`src/rtl/core/b64e_pkg.sv`:
```
// Shared types, constants and the character table of the Base64 stream encoder.
`timescale 1ns / 1ps

package b64e_pkg;

	localparam int unsigned GROUP_QUEUE_DEPTH = 2;
	localparam logic [7:0]  PAD_CODE          = 8'h3D;

	typedef struct packed {
		logic [7:0] data_byte;
		logic       last_byte;
	} in_word_t;

	typedef struct packed {
		logic [7:0] char_code;
		logic       last_char;
	} out_word_t;

	typedef enum logic [1:0] {
		PAD_NONE = 2'd0,
		PAD_ONE  = 2'd1,
		PAD_TWO  = 2'd2
	} pad_t;

	// One complete 24-bit group together with its padding and end mark.
	typedef struct packed {
		logic [23:0] bits;
		pad_t        npad;
		logic        fin;
	} group_t;

	function automatic logic [7:0] b64_char(input logic [5:0] idx);
		logic [7:0] code;
		if (idx < 6'd26) begin
			code = 8'h41 + {2'b00, idx};
		end else if (idx < 6'd52) begin
			code = 8'h61 + {2'b00, idx - 6'd26};
		end else if (idx < 6'd62) begin
			code = 8'h30 + {2'b00, idx - 6'd52};
		end else if (idx == 6'd62) begin
			code = 8'h2B;
		end else begin
			code = 8'h2F;
		end
		return code;
	endfunction

endpackage

```
`src/rtl/core/b64e_front.sv`:
```
// Front end: packs bytes into 24-bit groups, pads a short last one, hands them on.
`timescale 1ns / 1ps

module b64e_front
	import b64e_pkg::*;
(
	input  logic     clk,
	input  logic     arst_n,
	input  logic     push,
	output logic     full,
	input  in_word_t item,
	output logic     grp_push,
	output group_t   grp_data,
	input  logic     grp_full
);

	logic [15:0] pending_q;
	logic [1:0]  count_q;
	logic        accept;

	assign full   = grp_full;
	assign accept = push && !grp_full;

	always_comb begin
		grp_push      = 1'b0;
		grp_data.bits = {pending_q, item.data_byte};
		grp_data.npad = PAD_NONE;
		grp_data.fin  = item.last_byte;
		if (count_q >= 2'd2) begin
			grp_push = accept;
		end else if (item.last_byte) begin
			grp_push      = accept;
			grp_data.fin  = 1'b1;
			if (count_q == 2'd0) begin
				grp_data.bits = {item.data_byte, 16'h0000};
				grp_data.npad = PAD_TWO;
			end else begin
				grp_data.bits = {pending_q[7:0], item.data_byte, 8'h00};
				grp_data.npad = PAD_ONE;
			end
		end
	end

	always_ff @(posedge clk or negedge arst_n) begin
		if (!arst_n) begin
			pending_q <= '0;
			count_q   <= '0;
		end else if (accept) begin
			if (count_q >= 2'd2 || item.last_byte) begin
				pending_q <= '0;
				count_q   <= '0;
			end else begin
				pending_q <= {pending_q[7:0], item.data_byte};
				count_q   <= count_q + 2'd1;
			end
		end
	end

	// A group is only ever handed on together with an accepted byte.
	a_push_on_accept: assert property (@(posedge clk) disable iff (!arst_n)
		grp_push |-> accept)
		else $error("group pushed without an accepted word");

	a_count_range: assert property (@(posedge clk) disable iff (!arst_n)
		count_q != 2'd3)
		else $error("pending count out of range");

endmodule

```
`src/rtl/core/b64e_queue.sv`:
```
// Short group queue that decouples the front end from the character serialiser.
`timescale 1ns / 1ps

module b64e_queue
	import b64e_pkg::*;
#(
	parameter int unsigned DEPTH = GROUP_QUEUE_DEPTH
) (
	input  logic   clk,
	input  logic   arst_n,
	input  logic   wr_en,
	input  group_t wr_data,
	output logic   full,
	output logic   rd_valid,
	output group_t rd_data,
	input  logic   rd_en
);

	localparam int unsigned PW = (DEPTH > 1) ? $clog2(DEPTH) : 1;
	localparam int unsigned CW = $clog2(DEPTH + 1);
	localparam logic [PW-1:0] LAST_PTR = PW'(DEPTH - 1);

	group_t          slots_q [DEPTH];
	logic [PW-1:0]   wr_ptr_q;
	logic [PW-1:0]   rd_ptr_q;
	logic [CW-1:0]   count_q;
	logic            do_wr;
	logic            do_rd;

	assign full     = (count_q == CW'(DEPTH));
	assign rd_valid = (count_q != '0);
	assign rd_data  = slots_q[rd_ptr_q];
	assign do_wr    = wr_en && !full;
	assign do_rd    = rd_en && rd_valid;

	always_ff @(posedge clk) begin
		if (do_wr) begin
			slots_q[wr_ptr_q] <= wr_data;
		end
	end

	always_ff @(posedge clk or negedge arst_n) begin
		if (!arst_n) begin
			wr_ptr_q <= '0;
			rd_ptr_q <= '0;
			count_q  <= '0;
		end else begin
			if (do_wr) begin
				wr_ptr_q <= (wr_ptr_q == LAST_PTR) ? '0 : wr_ptr_q + PW'(1);
			end
			if (do_rd) begin
				rd_ptr_q <= (rd_ptr_q == LAST_PTR) ? '0 : rd_ptr_q + PW'(1);
			end
			if (do_wr && !do_rd) begin
				count_q <= count_q + CW'(1);
			end else if (do_rd && !do_wr) begin
				count_q <= count_q - CW'(1);
			end
		end
	end

	a_count_bound: assert property (@(posedge clk) disable iff (!arst_n)
		count_q <= CW'(DEPTH))
		else $error("group queue overfilled");

endmodule

```
`src/rtl/core/b64e_back.sv`:
```
// Back end: turns each queued group into four characters, one per cycle while the output word is free.
`timescale 1ns / 1ps

module b64e_back
	import b64e_pkg::*;
(
	input  logic      clk,
	input  logic      arst_n,
	input  logic      grp_valid,
	input  group_t    grp_data,
	output logic      grp_take,
	output logic      empty,
	input  logic      pop,
	output out_word_t result
);

	group_t     cur_q;
	logic       active_q;
	logic [1:0] idx_q;
	logic       out_valid_q;
	out_word_t  out_q;
	logic       out_free;
	logic       load_char;
	logic       finishing;
	logic [5:0] slice;
	logic       is_pad;
	out_word_t  next_char;

	assign out_free  = !out_valid_q || pop;
	assign load_char = active_q && out_free;
	assign finishing = load_char && (idx_q == 2'd3);
	assign grp_take  = grp_valid && (!active_q || finishing);
	assign empty     = !out_valid_q;
	assign result    = out_q;

	always_comb begin
		case (idx_q)
			2'd0:    slice = cur_q.bits[23:18];
			2'd1:    slice = cur_q.bits[17:12];
			2'd2:    slice = cur_q.bits[11:6];
			default: slice = cur_q.bits[5:0];
		endcase
		is_pad = ((cur_q.npad == PAD_TWO) && idx_q[1])
			|| ((cur_q.npad != PAD_NONE) && (idx_q == 2'd3));
		next_char.char_code = is_pad ? PAD_CODE : b64_char(slice);
		next_char.last_char = cur_q.fin && (idx_q == 2'd3);
	end

	always_ff @(posedge clk) begin
		if (grp_take) begin
			cur_q <= grp_data;
		end
		if (load_char) begin
			out_q <= next_char;
		end
	end

	always_ff @(posedge clk or negedge arst_n) begin
		if (!arst_n) begin
			active_q    <= 1'b0;
			idx_q       <= '0;
			out_valid_q <= 1'b0;
		end else begin
			if (grp_take) begin
				active_q <= 1'b1;
				idx_q    <= '0;
			end else if (finishing) begin
				active_q <= 1'b0;
			end else if (load_char) begin
				idx_q <= idx_q + 2'd1;
			end
			if (load_char) begin
				out_valid_q <= 1'b1;
			end else if (pop) begin
				out_valid_q <= 1'b0;
			end
		end
	end

	// While the output word is blocked the character position must not move.
	a_stall_holds_idx: assert property (@(posedge clk) disable iff (!arst_n)
		active_q && !out_free |=> $stable(idx_q))
		else $error("character index moved during stall");

	a_new_group_at_zero: assert property (@(posedge clk) disable iff (!arst_n)
		grp_take |=> active_q && (idx_q == 2'd0))
		else $error("new group did not start at the first character");

	a_done_goes_idle: assert property (@(posedge clk) disable iff (!arst_n)
		finishing && !grp_take |=> !active_q)
		else $error("serialiser stayed busy after the fourth character");

endmodule

```
`src/rtl/core/base64_stream_encoder.sv`:
```
// Base64 stream encoder: top level joining front end, group queue and serialiser.
// A group's first character passes the queue slot, the group register and the output word.
// Throughput: one byte per cycle in unless full, one character per cycle out while the output
// word is free; a group of three bytes occupies the serialiser for four characters.
// The serialiser's one-character-per-cycle output register sets the sustained rate.
// Reset (arst_n low, asynchronous) clears pending bytes, the queue and the output word.
`timescale 1ns / 1ps

module base64_stream_encoder
	import b64e_pkg::*;
#(
	parameter int unsigned QUEUE_DEPTH = GROUP_QUEUE_DEPTH
) (
	input  logic      clk,
	input  logic      arst_n,
	input  logic      push,
	output logic      full,
	input  in_word_t  item,
	output logic      empty,
	input  logic      pop,
	output out_word_t result
);

	logic   grp_push;
	group_t grp_wdata;
	logic   grp_full;
	logic   grp_valid;
	group_t grp_rdata;
	logic   grp_take;

	b64e_front u_front (
		.clk      (clk),
		.arst_n   (arst_n),
		.push     (push),
		.full     (full),
		.item     (item),
		.grp_push (grp_push),
		.grp_data (grp_wdata),
		.grp_full (grp_full)
	);

	b64e_queue #(
		.DEPTH (QUEUE_DEPTH)
	) u_queue (
		.clk      (clk),
		.arst_n   (arst_n),
		.wr_en    (grp_push),
		.wr_data  (grp_wdata),
		.full     (grp_full),
		.rd_valid (grp_valid),
		.rd_data  (grp_rdata),
		.rd_en    (grp_take)
	);

	b64e_back u_back (
		.clk       (clk),
		.arst_n    (arst_n),
		.grp_valid (grp_valid),
		.grp_data  (grp_rdata),
		.grp_take  (grp_take),
		.empty     (empty),
		.pop       (pop),
		.result    (result)
	);

endmodule
```
`config.mk`:
```
export PLATFORM = sky130hd
export DESIGN_NAME = base64_stream_encoder
export DESIGN_NICKNAME = d
export VERILOG_FILES = /design/src/rtl/core/b64e_pkg.sv /design/src/rtl/core/b64e_front.sv /design/src/rtl/core/b64e_queue.sv /design/src/rtl/core/b64e_back.sv /design/src/rtl/core/base64_stream_encoder.sv
export SDC_FILE = /design/constraint.sdc
export NUM_CORES = 1
export LEC_CHECK = 0
export BUFFER_PORTS_ARGS = -buffer_cell sky130_fd_sc_hd__buf_2
export CAP_MARGIN = 20
export CORE_MARGIN = 2
export CORE_UTILIZATION = 55
export CTS_CLUSTER_SIZE = 20
export DETAILED_ROUTE_END_ITERATION = 10
export GPL_TIMING_DRIVEN = 1
export HOLD_SLACK_MARGIN = 0.15
export PLACE_DENSITY = 0.73
export SKIP_CTS_REPAIR_TIMING = 1
export SLEW_MARGIN = 20
export SYNTH_ARGS = -nofsm -noshare
export SYNTH_HDL_FRONTEND = slang
export SYNTH_SLANG_ARGS = --single-unit
```
`constraint.sdc`:
```
create_clock -name clk -period 8.1 [get_ports clk]
set_input_delay 0 -clock clk [delete_from_list [all_inputs] [get_ports clk]]
set_output_delay 0 -clock clk [all_outputs]
set_load 0.02 [all_outputs]
```
Yosys cells after proc, flatten, opt, wreduce, memory -nomap -nowiden

Memory sizes are Yosys's and may differ from the RTL's. A register that Yosys moved wholly into a read port is not among the register bits.
Index checks and enable logic that the tools add are counted.

Add/subtract/negate cells: 11
Multiply operators: 0
Divide/modulo/power cells: 0
$lt $le $gt $ge: 4
Equality and inequality tests: 7
Shift-type cells: 0
Mux-type cells: 25
Bitwise logic cells: 0
Reduce and logical (&&, ||, !) cells: 29

Operator list:

| kind                | number |
|---|---|
| $mux 27             | 2 |
| $mux 26             | 1 |
| $mux 8              | 3 |
| $pmux 6 s3          | 1 |
| $add 7x6->8 const A | 2 |
| $mux 16             | 1 |
| $lt 6x6->1 const B  | 2 |
| $mux 2              | 6 |
| $reduce_bool 2->1   | 6 |
| $logic_and 1x1->1   | 11 |
| $mux 1              | 10 |
| $eq 2x2->1 const B  | 4 |
| $add 6x6->7 const A | 1 |
| $add 2x1->2 const B | 3 |
| $eq 6x6->1 const B  | 1 |
| $lt 6x5->1 const B  | 1 |
| $sub 6x5->6 const B | 1 |
| $sub 6x6->6 const B | 1 |
| $logic_not 1->1     | 5 |
| $logic_not 2->1     | 2 |
| $logic_or 1x1->1    | 4 |
| $mux 3              | 1 |
| $add 1x1->1 const B | 2 |
| $eq 2x1->1 const B  | 1 |
| other kinds (4)     | 4 |

Register bits: 35
Bits in latches: 0
Memory bits (writable): 54
ROM bits: 0
Word-level logic and storage cells: 87
Memories: 1

Memory list:

| memory          | depth | width | read ports | clocked after Yosys merged registers in | write ports | line             | source |
|---|---|---|---|---|---|---|---|
| u_queue.slots_q | 2     | 27    | 1          | 1                                       | 1           | b64e_queue.sv:23 | `group_t slots_q [DEPTH];` |

Depth between registers and ports, before layout

Depth in word-level cells: 10
Gate-level depth with buffers: 12

Hierarchy

Synthesis repeated with hierarchy kept, for this count alone.

Cells, all modules: 391
Area, all modules: 5586.6 um^2

Modules (own cells, without submodules):

| module     | instances | cells an instance | area an instance (um^2) | sequential area each (um^2) |
|---|---|---|---|---|
| b64e_queue | 1         | 103               | 2248.4                  | 1721.7 |
| b64e_back  | 1         | 171               | 2142.1                  | 1181.1 |
| b64e_front | 1         | 117               | 1196.1                  | 450.4 |

Worst setup path before layout

Ideal clock, no wire load.

Path kind: register -> register
From: register u_back.idx_q[0]
To: register u_queue.count_q[1]
Library setup time: 0.080 ns
Arrival: 3.235 ns
Required time: 8.020 ns
Setup slack: 4.785 ns
Stages on the path, launching flop included: 10
Path buffers: 1
Path through: dfrtp_1 > ha_1 > clkbuf_1 > nand2_1 > a21oi_1 > inv_1 > ha_1 > xor2_1 > nor2_1 > xnor2_1

Longest elaborated chain between the ends: 8

Ends and longest elaborated chain:

| what                                        | line                        | source |
|---|---|---|
| start, declared                             | b64e_back.sv:19             | `logic [1:0] idx_q;` |
| start signal, assigned                      | b64e_back.sv:70             | `idx_q <= idx_q + 2'd1;` |
| $eq 2x2->1 (*)                              | b64e_back.sv:31             | `assign finishing = load_char && (idx_q == 2'd3);` |
| $logic_and 1x1->1 (*)                       | b64e_back.sv:31             |  |
| $logic_or 1x1->1 (*)                        | b64e_back.sv:32             | `assign grp_take = grp_valid && (!active_q \|\| finishing);` |
| $logic_and 1x1->1 (*)                       | b64e_back.sv:32             |  |
| named net grp_take                          | base64_stream_encoder.sv:29 | `logic grp_take;` |
| $logic_and 1x1->1 (*)                       | b64e_queue.sv:34            | `assign do_rd = rd_en && rd_valid;` |
| $logic_not 1->1                             | b64e_queue.sv:54            | `if (do_wr && !do_rd) begin` |
| $logic_and 1x1->1                           | b64e_queue.sv:54            |  |
| $mux 2 or $reduce_bool 2->1 (tied branches) | n/a                         |  |
| end signal, assigned                        | b64e_queue.sv:55            | `count_q <= count_q + CW'(1);` |
| end signal, assigned                        | b64e_queue.sv:57            | `count_q <= count_q - CW'(1);` |
| end, declared                               | b64e_queue.sv:26            | `logic [CW-1:0] count_q;` |

The timed path passes the listed nets; every way through them passes the cells marked *.
A chain may end at the register's enable or synchronous reset.

Worst setup path in the final report

From: register u_back.idx_q[0]
To: register u_back.out_q (netlist bit u_back.result[4]), data pin

Longest elaborated chain between the ends: 7

Ends and longest elaborated chain:

| what                                     | line            | source |
|---|---|---|
| $eq 2x2->1, or another cell as far along | b64e_back.sv:37 | `case (idx_q)` |
| $pmux 6 s3                               | b64e_back.sv:37 |  |
| $sub 6x6->6                              | b64e_pkg.sv:39  | `code = 8'h30 + {2'b00, idx - 6'd52};` |
| $add 6x6->7                              | b64e_pkg.sv:39  |  |
| $mux 8                                   | b64e_pkg.sv:38  | `end else if (idx < 6'd62) begin` |
| $mux 8                                   | b64e_pkg.sv:36  | `end else if (idx < 6'd52) begin` |
| $mux 8                                   | b64e_pkg.sv:34  | `if (idx < 6'd26) begin` |
| end signal, assigned                     | b64e_back.sv:54 | `out_q <= next_char;` |
| end, declared                            | b64e_back.sv:21 | `out_word_t out_q;` |

Several ways; a longest one is shown, not always the timed one.

==> key figures <==
Detailed routing
  • WL per Instance: 16.7 um
  • Vias: 3088
  • DRT Pass-1 Iters: 5
  • DRT iter0 DRCs: 277
  • Post-route ant nets: 0
  • Total wire length: 9460 um
  • DRC: 0
  • Vias/cell: 5.45

Yosys
  • Post-Syn Nets: 406
  • Area share of xor/xnor cells in the synthesized design: 0.0201
  • Netlist Area Pre-Place: 5230 sq um
  • Synth Instances: 379
  • Sequential fraction of the synthesis area: 0.641
  • #FFs+latches synth: 116
  • Post-synthesis simple-gate area fraction: 0.0811
  • Largest area contributor in the netlist: edfxtp_1
  • Top FF cell, synth: edfxtp_1
  • Leading cell type by number of instances after synthesis: edfxtp_1
  • Synth Area in Compound Gates: 0.103
  • Largest family of logic cells by synthesized area: compound AO/OA/AOI/OAI gates
  • Post-synth top cells: 90 x edfxtp_1, 30 x mux2_2, 26 x dfrtp_1
  • Mux cell area share after synthesis: 0.0962
  • Synth Area in Adders: 0.0357
  • Fraction of registers with async set/reset: 0.224
  • Syn. warnings: 0
  • Synth top area cells: edfxtp_1 52%, dfrtp_1 12%, mux2_2 6.5%
  • Netlist cell types: 47
  • Top-area cell type share of the netlist area: 0.517
  • Post-synth EDFFs: 90
  • Syn Area/Cell: 13.8 sq um

GRT
  • Vias in the first global route: 3057
  • Initial antenna violation count: 0
  • First-pass GRT wire length: 15400 um
  • Largest net degree at the start of global routing: 42
  • Tot GR Track Use: 0.200
  • GR Overflow Total: 0

Worst setup path
  • Worst Path Required: 8.32 ns
  • Critical Path Sink Type: register
  • R2R setup slack: 4.75 ns
  • R2r endpoint: u_back.result[4]
  • CP max FO: 13
  • CP Launch Type: register
  • Crit path DAT: 3.57 ns
  • Critical path type: reg -> reg
  • Reg2reg start: u_back.idx_q[0]
  • R2R depth: 9

STA
  • # setup viols final: 0
  • Peak Freq: 299 MHz
  • Rel. slew slack: 0.388
  • Fin crit period: 3.35 ns
  • Slew Viols, Final: 0
  • Hold Slack: 0.281 ns
  • Hold violation count in the final report: 0
  • Fin crit share: 0.414
  • Final Skew: 0.0128 ns
  • Unrepaired setup endpoints after global routing: no
  • Worst-Margin Slew: 0.919 ns
  • Setup TNS Final: 0 ns

Floorplan
  • Die Area: 10300 sq um
  • Initial Utilization: 0.566
  • I/O pins: 24
  • Die W: 102 um
  • Row cnt: 35
  • Die H: 102 um
  • Core Region: 9240 sq um

Placement
  • Buffers on Ports: 23
  • Placed cells: 521
  • Gpl congestion: 0.867
  • Hpwl dp: 6250 um

Clock network
  • CTS Sinks: 116
  • CTS tree: done
  • CTS HTree Levels: 4
  • Clock buffer depth: 2
  • Inserted Clock Buffers: 17
  • Clock transition at path regs: 0.06 ns
  • Clock Tree Root: clkbuf_8
  • Clock Latency Late Sink: 0.50 ns

Final layout
  • Ant diodes: 0
  • Finished Layout Cells: 567
  • Area Overhead vs Synth: 19.7%
  • Nets: 452
  • Share of cells above drive strength 1: 0.237

Power
  • Static Leak: 2.40 nW
  • Maximum VDD drop: 0.326 mV
  • Total power density per cell area: 455 nW/um^2

Worst hold path
  • Hold crit path type: in -> reg
  • Hold Path Depth: 2
  • Hold EP: u_queue.slots_q[0][0]
  • Min-delay src: item[0]

Outcome
  • Outcome: completed

Flow run
  • Number of max-cap violations: 0
power by group:
group          switching (mW)  internal [mW]
logic                   0.634          0.452
registers               0.101          0.902
clock network           0.252          0.508
area by class of cell:
type                       count  area, sq um
clock buffer                  20          435
fill                         631         2980
clock inverter                12          180
tap                          129          161
multi-input combinational    232         1770
sequential                   116         3350
timing repair buffer          42          303
inverter                      16         60.1
critical path, stage by stage (launching register included):
cell and delay (ns):
dfrtp_1 0.44, ha_1 0.41, inv_2 0.19, a21oi_1 0.75
inv_1 0.17, ha_1 0.28, a21oi_2 0.33, o31ai_2 0.19
o221ai_1 0.20, o211ai_1 0.12
how the worst max path moves through the flow:
stage,cells past startpoint,end,start
floorplan,9,u_queue.count_q[1],u_back.idx_q[0]
global placement,9,u_back.result[5],u_back.idx_q[0]
detailed placement,9,u_back.result[4],u_back.idx_q[0]
CTS,9,u_back.result[4],u_back.idx_q[0]
global route,9,u_back.result[4],u_back.idx_q[0]
finish,9,u_back.result[4],u_back.idx_q[0]
layout by cell type (no fill, tap or decap), types with 3 or more instances in the layout:
cell	count
a21oi_1	7
a21oi_2	4
a222oi_1	6
a22o_1	17
a31oi_1	3
and2_1	11
buf_2	23
buf_4	5
bufinv_16	4
clkbuf_16	16
clkinv_4	3
dfrtp_1	25
dlygate4sd3_1	13
edfxtp_1	90
ha_1	14
inv_1	13
inv_2	3
mux2_2	30
mux2i_1	15
nand2_1	23
nand2b_1	11
nor2_1	18
nor2b_1	4
nor3_1	3
nor3b_1	3
o21ai_0	22
xnor2_1	9
xor2_1	3
through the flow:
| step | total power [mW] | utilization | setup WS (ns) | instance area [sq um] |
|---|---|---|---|---|
| 2_1_floorplan | 1.82 | - | 4.78 | 5230 |
| 3_3_place_gp | 2.08 | 0.594 | 4.90 | 5490 |
| 3_5_place_dp | 2.09 | 0.594 | 4.83 | 5490 |
| 4_1_cts | 2.86 | 0.661 | 4.79 | 6110 |
| 5_1_grt | 3.03 | 0.678 | 4.39 | 6260 |
| 6_report | 2.85 | 0.678 | 4.75 | 6260 |
kinds of logic after synthesis:
kind of cell / after synthesis
simple gates: 84
flops: 116
buf+inv: 31
xor+xnor: 12
mux: 46
fa+ha+maj: 15
compound gates: 75
flip-flops by register name (all words and copies together), names as in the netlist:
name and count:
u_back.result 9, u_front.count_q 2, u_back.active_q 1, u_back.idx_q 2, u_queue.count_q 2, u_front.pending_q 16
u_back.cur_q 27, u_back.out_valid_q 1, u_queue.rd_ptr_q 1, u_queue.wr_ptr_q 1, u_queue.slots_q 54
layer usage:
metal,up-vias,track usage,share of wire
met5,-,0,0
met4,0,0.0852,0.014
met3,10,0.0483,0.029
met2,56,0.313,0.50
met1,1508,0.270,0.45
li1,1514,-,-
(Power assumes the default switching activity.)
